==> src/vcfp_pkg.sv <==
// ----------------------------------------------------------------------------
// vcfp_pkg
// Shared types and constants for the velocity command frame parser.
// ----------------------------------------------------------------------------
package vcfp_pkg;

  localparam int unsigned FrameLen     = 15;
  localparam int unsigned PosWidth     = 4;
  localparam int unsigned WordWidth    = 32;
  localparam int unsigned OutDataWidth = 3 * WordWidth;

  localparam logic [PosWidth-1:0] FrameLenPos     = PosWidth'(FrameLen);
  localparam logic [PosWidth-1:0] PayloadFirstPos = PosWidth'(2);
  localparam logic [PosWidth-1:0] PayloadLastPos  = PosWidth'(13);
  localparam logic [PosWidth-1:0] CheckPos        = PosWidth'(14);
  localparam logic [7:0]          HeaderByte      = 8'hFF;

  typedef enum logic {
    KindByte = 1'b0,
    KindIdle = 1'b1
  } kind_e;

  typedef enum logic [1:0] {
    WordX    = 2'd0,
    WordY    = 2'd1,
    WordSpin = 2'd2
  } word_sel_e;

  typedef struct packed {
    kind_e      kind;
    logic [7:0] data_byte;
  } item_t;

  typedef struct packed {
    logic                 frame_ok;
    logic [WordWidth-1:0] spin_bits;
    logic [WordWidth-1:0] vel_y_bits;
    logic [WordWidth-1:0] vel_x_bits;
  } result_t;

endpackage

==> src/velocity_command_frame_parser_top.sv <==
// ----------------------------------------------------------------------------
// velocity_command_frame_parser_top
// Checks fifteen-byte velocity command frames and emits the three words.
// ----------------------------------------------------------------------------
// Takes one item per clock. Byte items update the frame state and give no
// result; an idle item closes the burst and its result is registered: the
// accepting edge loads the input register, and the result register is loaded
// when the idle item leaves it. Only an idle item meeting a full result
// register that is not being drained holds the input side; byte items always
// flow.
module velocity_command_frame_parser_top (
  input  logic                           clk_i,
  input  logic                           rst_ni,
  input  logic                           s_axis_tvalid_i,
  output logic                           s_axis_tready_o,
  input  logic [7:0]                     s_axis_tdata_i,  // [7:0] data_byte
  input  logic                           s_axis_tuser_i,  // [0] kind
  output logic                           m_axis_tvalid_o,
  input  logic                           m_axis_tready_i,
  // [31:0] vel_x_bits, [63:32] vel_y_bits, [95:64] spin_bits
  output logic [vcfp_pkg::OutDataWidth-1:0] m_axis_tdata_o,
  output logic                           m_axis_tuser_o   // [0] frame_ok
);
  import vcfp_pkg::*;

  item_t   in_item;
  item_t   s1_item;
  logic    s1_valid;
  logic    s1_pop;
  logic    push;
  logic    out_ready;
  logic    out_load;
  result_t core_result;
  result_t out_result;

  assign in_item.kind      = kind_e'(s_axis_tuser_i);
  assign in_item.data_byte = s_axis_tdata_i;

  assign s1_pop          = s1_valid && ((s1_item.kind == KindByte) || out_ready);
  assign s_axis_tready_o = !s1_valid || s1_pop;
  assign push            = s_axis_tvalid_i && s_axis_tready_o;
  assign out_load        = s1_pop && (s1_item.kind == KindIdle);

  vcfp_in_stage u_in (
    .clk_i   (clk_i),
    .rst_ni  (rst_ni),
    .push_i  (push),
    .item_i  (in_item),
    .pop_i   (s1_pop),
    .valid_o (s1_valid),
    .item_o  (s1_item)
  );

  vcfp_core u_core (
    .clk_i    (clk_i),
    .rst_ni   (rst_ni),
    .fire_i   (s1_pop),
    .item_i   (s1_item),
    .result_o (core_result)
  );

  vcfp_out_stage u_out (
    .clk_i    (clk_i),
    .rst_ni   (rst_ni),
    .load_i   (out_load),
    .result_i (core_result),
    .take_i   (m_axis_tvalid_o && m_axis_tready_i),
    .ready_o  (out_ready),
    .valid_o  (m_axis_tvalid_o),
    .result_o (out_result)
  );

  assign m_axis_tdata_o = {out_result.spin_bits, out_result.vel_y_bits,
                           out_result.vel_x_bits};
  assign m_axis_tuser_o = out_result.frame_ok;

endmodule

==> src/vcfp_in_stage.sv <==
// ----------------------------------------------------------------------------
// vcfp_in_stage
// Input register: holds one accepted item until the frame logic takes it.
// ----------------------------------------------------------------------------
module vcfp_in_stage (
  input  logic           clk_i,
  input  logic           rst_ni,
  input  logic           push_i,
  input  vcfp_pkg::item_t item_i,
  input  logic           pop_i,
  output logic           valid_o,
  output vcfp_pkg::item_t item_o
);
  import vcfp_pkg::*;

  logic  valid_q, valid_d;
  item_t item_q;

  always_comb begin
    valid_d = valid_q;
    if (pop_i) begin
      valid_d = 1'b0;
    end
    if (push_i) begin
      valid_d = 1'b1;
    end
  end

  always_ff @(posedge clk_i or negedge rst_ni) begin
    if (!rst_ni) begin
      valid_q <= 1'b0;
    end else begin
      valid_q <= valid_d;
    end
  end

  always_ff @(posedge clk_i) begin
    if (push_i) begin
      item_q <= item_i;
    end
  end

  assign valid_o = valid_q;
  assign item_o  = item_q;

endmodule

==> src/vcfp_core.sv <==
// ----------------------------------------------------------------------------
// vcfp_core
// Frame state: position, header flag, running XOR, check byte and the three
// assembled words. Judges the frame when an idle item is taken.
// ----------------------------------------------------------------------------
module vcfp_core (
  input  logic              clk_i,
  input  logic              rst_ni,
  input  logic              fire_i,
  input  vcfp_pkg::item_t   item_i,
  output vcfp_pkg::result_t result_o
);
  import vcfp_pkg::*;

  logic [PosWidth-1:0]  pos_q, pos_d;
  logic [7:0]           xor_q, xor_d;
  logic                 hdr_q, hdr_d;
  logic [7:0]           chk_q, chk_d;
  logic [WordWidth-1:0] wx_q, wx_d;
  logic [WordWidth-1:0] wy_q, wy_d;
  logic [WordWidth-1:0] ws_q, ws_d;

  logic [PosWidth-1:0]  off;
  logic [WordWidth-1:0] lane_word;
  logic [WordWidth-1:0] lane_mask;
  logic                 ok;

  assign off       = pos_q - PayloadFirstPos;
  assign lane_word = WordWidth'(item_i.data_byte) << {off[1:0], 3'b000};
  assign lane_mask = WordWidth'(8'hFF) << {off[1:0], 3'b000};

  assign ok = (pos_q == FrameLenPos) && hdr_q && (chk_q == xor_q);

  always_comb begin
    result_o.frame_ok   = ok;
    result_o.vel_x_bits = ok ? wx_q : '0;
    result_o.vel_y_bits = ok ? wy_q : '0;
    result_o.spin_bits  = ok ? ws_q : '0;
  end

  always_comb begin
    pos_d = pos_q;
    xor_d = xor_q;
    hdr_d = hdr_q;
    chk_d = chk_q;
    wx_d  = wx_q;
    wy_d  = wy_q;
    ws_d  = ws_q;
    if (fire_i) begin
      if (item_i.kind == KindIdle) begin
        pos_d = '0;
        xor_d = '0;
        hdr_d = 1'b1;
        chk_d = '0;
        wx_d  = '0;
        wy_d  = '0;
        ws_d  = '0;
      end else if (pos_q < FrameLenPos) begin
        pos_d = pos_q + PosWidth'(1);
        if (pos_q < PayloadFirstPos) begin
          if (item_i.data_byte != HeaderByte) begin
            hdr_d = 1'b0;
          end
        end else if (pos_q <= PayloadLastPos) begin
          xor_d = xor_q ^ item_i.data_byte;
          unique case (word_sel_e'(off[3:2]))
            WordX:    wx_d = (wx_q & ~lane_mask) | lane_word;
            WordY:    wy_d = (wy_q & ~lane_mask) | lane_word;
            WordSpin: ws_d = (ws_q & ~lane_mask) | lane_word;
            default:  ;
          endcase
        end else if (pos_q == CheckPos) begin
          chk_d = item_i.data_byte;
        end
      end
    end
  end

  always_ff @(posedge clk_i or negedge rst_ni) begin
    if (!rst_ni) begin
      pos_q <= '0;
      xor_q <= '0;
      hdr_q <= 1'b1;
      chk_q <= '0;
      wx_q  <= '0;
      wy_q  <= '0;
      ws_q  <= '0;
    end else begin
      pos_q <= pos_d;
      xor_q <= xor_d;
      hdr_q <= hdr_d;
      chk_q <= chk_d;
      wx_q  <= wx_d;
      wy_q  <= wy_d;
      ws_q  <= ws_d;
    end
  end

endmodule

==> src/vcfp_out_stage.sv <==
// ----------------------------------------------------------------------------
// vcfp_out_stage
// Result register: holds one result until the downstream side takes it.
// ----------------------------------------------------------------------------
module vcfp_out_stage (
  input  logic              clk_i,
  input  logic              rst_ni,
  input  logic              load_i,
  input  vcfp_pkg::result_t result_i,
  input  logic              take_i,
  output logic              ready_o,
  output logic              valid_o,
  output vcfp_pkg::result_t result_o
);
  import vcfp_pkg::*;

  logic    valid_q, valid_d;
  result_t result_q;

  assign ready_o = !valid_q || take_i;

  always_comb begin
    valid_d = valid_q;
    if (take_i) begin
      valid_d = 1'b0;
    end
    if (load_i) begin
      valid_d = 1'b1;
    end
  end

  always_ff @(posedge clk_i or negedge rst_ni) begin
    if (!rst_ni) begin
      valid_q <= 1'b0;
    end else begin
      valid_q <= valid_d;
    end
  end

  always_ff @(posedge clk_i) begin
    if (load_i) begin
      result_q <= result_i;
    end
  end

  assign valid_o  = valid_q;
  assign result_o = result_q;

endmodule

==> config.mk <==
export PLATFORM = sky130hd
export DESIGN_NAME = velocity_command_frame_parser_top
export DESIGN_NICKNAME = d
export VERILOG_FILES = /design/src/vcfp_pkg.sv /design/src/velocity_command_frame_parser_top.sv /design/src/vcfp_in_stage.sv /design/src/vcfp_core.sv /design/src/vcfp_out_stage.sv
export SDC_FILE = /design/constraint.sdc
export NUM_CORES = 1
export LEC_CHECK = 0
export ABC_AREA = 1
export BUFFER_PORTS_ARGS = -buffer_cell sky130_fd_sc_hd__buf_2
export CAP_MARGIN = 0
export CORE_ASPECT_RATIO = 0.5
export CORE_MARGIN = 2
export CORE_UTILIZATION = 30
export DETAILED_ROUTE_END_ITERATION = 6
export PLACE_DENSITY = 0.54
export REMOVE_ABC_BUFFERS = 1
export SKIP_CTS_REPAIR_TIMING = 1
export SLEW_MARGIN = 30
export SYNTH_ARGS = -nofsm -noshare
export SYNTH_HDL_FRONTEND = slang
export SYNTH_HIERARCHICAL = 1
export SYNTH_SLANG_ARGS = --single-unit
==> constraint.sdc <==
create_clock -name clk_i -period 4.1 [get_ports clk_i]
set_clock_uncertainty 0.2 [all_clocks]
set_input_delay 0 -clock clk_i [delete_from_list [all_inputs] [get_ports clk_i]]
set_output_delay 0 -clock clk_i [all_outputs]
set_load 0.02 [all_outputs]
==> run_results.csv <==
group,metric,value,unit
floorplanning,die_y,133.6,µm
finish,finalInstanceArea,0.01208,mm²
grt,met3_usage,2.643,%
finish,nets,1184,
logic_synthesis,yosys-top-cells-area,"edfxtp_1, dfrtp_1, nand2_1",
setup_path,critical_path.cell_chain,"buf_4 -> inv_2 -> ha_1 -> buf_4 -> nor2_1 -> nand3_1 -> nand2_1 -> nor2_4 -> nand2_2 -> buf_12 -> o21ai_0",
placed_design,placed_cells,1565,
route,via_per_inst,4.841,
route,via_count,7862,
route,ant_nets,0,
grt,grt_use_met1,20.46,%
timing,finalSetupViolCount,0,
floorplanning,row_count,47,
grt,use_met2,25.29,%
clock_tree,clock_latency,0.52,ns
grt,antenna_found_initial,0,
timing,maxSlewHeadroom,36.58,%
setup_path,cp_max_fo,36,
finish,layout-drive-gt1-share,16.15,%
setup_path,path_common_cell,"buf_4",
setup_path,worst-r2r-setup-slack,0.79,ns
finish,antennaDiodeCount,0,
placed_design,hpwl,16940,µm
clock_tree,cts.reportedPaths.clkPinSlew,0.06,ns
min_path,worstHoldStart,"s_axis_tuser_i",
logic_synthesis,synth_seq_cells,225,
power_and_ir_drop,leakagePower,4.997,nW
timing,worst_pin_slew,0.9477,ns
setup_path,cpPeakStageDelay,0.50,ns
setup_path,critPathBufInv,4,
grt,grtUsageTotal,15.07,%
logic_synthesis,seq_area_frac_synth,61.19,%
finish,instances_no_fill,1624,
timing,slew_viol_final,0,
timing,min_period,3.311,ns
clock_tree,cts_tree,"yes",
setup_path,slowest_stage,"dfrtp_1",
status,violations,"negative hold slack",
route,wl,26570,µm
finish,syn_to_final_growth,19.94,%
floorplanning,die_x,263.1,µm
min_path,hold_end,"u_in/item_o[8]",
clock_tree,cts_buffers,24,
min_path,timing.hold.worst.class,"in -> reg",
setup_path,critPathLaunchType,"flip-flop",
setup_path,path_class,"reg -> reg",
logic_synthesis,avgSynthCellArea,9.342,µm²
timing,hold_viol,1,
logic_synthesis,synth_common_cells,"nand2_1, o21ai_0, dfrtp_1, inv_1, edfxtp_1",
logic_synthesis,postSynthCellCount,1078,
logic_synthesis,synthDistinctLibCells,24,
logic_synthesis,synth-async-reset-ratio,52.89,%
floorplanning,pin_count,112,
logic_synthesis,yosys_warnings,6,
route,remaining_drc_errors,0,
grt,grt_max_degree,98,
setup_path,crit_family,"buffers and inverters",
clock_tree,cts_sinks,225,
placed_design,gp_congestion,0.8157,
timing,whs,-0.002522,ns
grt,grt_pass1_vias,7743,
logic_synthesis,synth_enable_flop_cells,106,
setup_path,worstSetupEndpointType,"flip-flop",
status,status,"complete, but fails checks",
route,routedWlPerCell,16.36,µm
timing,rsz0062_at_grt,"no",
setup_path,reg2reg_depth,11,
floorplanning,floorplan.die_area,0.03514,mm²
clock_tree,cts_max_level,1,
logic_synthesis,yosysTopAreaCellShare,31.61,%
clock_tree,cts_root_buf,"clkbuf_16",
setup_path,critical_path.reg2reg.startpoint,"u_core/pos_q[1]",
power_and_ir_drop,power_density,687.8,mW/mm²
power_and_ir_drop,ir_drop,0.3347,mV
logic_synthesis,mappedNetlistArea,0.01007,mm²
floorplanning,core_region_area,0.03305,mm²
timing,period_share,80.75,%
logic_synthesis,synthFlopType,"dfrtp_1",
logic_synthesis,yosysMostFrequentCell,"nand2_1",
placed_design,portBuffers,111,
setup_path,worstPathRequired,4.33,ns
min_path,whs_path_depth,2,
finish,nFillCells,3309,
logic_synthesis,yosysTopAreaCell,"edfxtp_1",
route,first_pass_iters,6,
setup_path,r2r_end,"u_core/ws_q[20]",
timing,max_freq,0.3021,GHz
route,drt_iter0_markers,926,
job,drv_cap,0,
setup_path,cp.arrival,3.54,ns
clock_tree,ctsLongestPathBuffers,3,
grt,grt_pass1_wl,43160,µm
placed_design,dpl-instance-area,0.01111,mm²
floorplanning,start_util,30.47,%
grt,busiest_layer,"met2",
grt,grt-ovfl-total,0,
[report_power, final]
group          total (mW)  internal, mW  switching (mW)
clock network        2.23          1.34           0.890
registers            3.27          2.96           0.313
logic                2.80         0.732            2.07
total                8.31          5.03            3.28
[registers in the layout, summed over array words and instances, names as in the netlist]
register        cells
u_core/chk_q        8
u_core/hdr_q        1
u_core/pos_q        4
u_core/ws_q        32
u_core/wx_q        32
u_core/wy_q        32
u_core/xor_q        8
u_in/item_o         9
u_in/valid_o        1
u_out/result_o     97
u_out/valid_o       1
[kinds of logic (layout without fill, tap and decap cells)]
logic type	after synthesis	after routing	share of synthesized area, %
buf+inv	201	306	7.914
simple gates	484	484	21.79
xor+xnor	7	7	0.6088
compound gates	155	155	7.753
fa+ha+maj	6	6	0.7454
flops	225	225	61.19
[per-stage QoR]
stage          TNS [ns]  utilization, %  setup slack (ns)  total power, mW
2_1_floorplan    -58.15               -           -0.6204            4.919
3_3_place_gp          0           33.38            0.8900            5.938
3_5_place_dp          0           33.61            0.8046            6.101
4_1_cts               0           36.06            0.7943            8.358
5_1_grt               0           36.55            0.6228            8.834
6_report              0           36.55            0.7894            8.308
[worst max-delay path by stage]
stage	from	to	slack, ns	cells after the start
final	u_core/pos_q[1]	u_core/ws_q[20]	0.79	11
after global routing	u_core/pos_q[1]	u_core/ws_q[22]	0.62	11
after CTS	u_core/pos_q[1]	u_core/ws_q[20]	0.79	11
after detailed placement	u_core/pos_q[1]	u_core/ws_q[20]	0.80	11
after global placement	u_core/pos_q[1]	u_out/result_o[9]	0.89	5
after floorplan	u_in/item_o[8]	u_core/wx_q[0]	-0.62	7
[cell usage in the layout (no fill, tap or decap), types with 5 or more instances in the layout]
cell type / instances
buf_2: 110
xor2_1: 7
o21ai_0: 150
clkbuf_16: 25
nor2_1: 11
nor3_1: 97
buf_12: 5
ha_1: 6
dlygate4sd3_1: 14
edfxtp_1: 106
nand4_1: 67
nand3_1: 46
clkinv_2: 6
or2_2: 8
buf_4: 15
nand2_1: 247
inv_1: 112
dfrtp_1: 118
clkbuf_1: 7
[area by class of cell]
| cell class | instances | area, µm² | area share, % |
|---|---|---|---|
| clock buffer | 34 | 679.4 | 5.625 |
| clock inverter | 10 | 130.1 | 1.077 |
| inverter | 116 | 439.2 | 3.636 |
| multi-input combinational | 652 | 3183 | 26.35 |
| sequential | 225 | 6162 | 51.02 |
| tap | 441 | 551.8 | 4.568 |
| timing repair buffer | 146 | 933.4 | 7.727 |
[per-layer routing]
metal | wire, µm | vias to the layer above
li1 | - | 3792
met1 | 11870 | 3853
met2 | 12930 | 187
met3 | 1332 | 30
met4 | 436 | 0
met5 | 0 | -
Note: power is estimated with default switching activity, not from simulation.
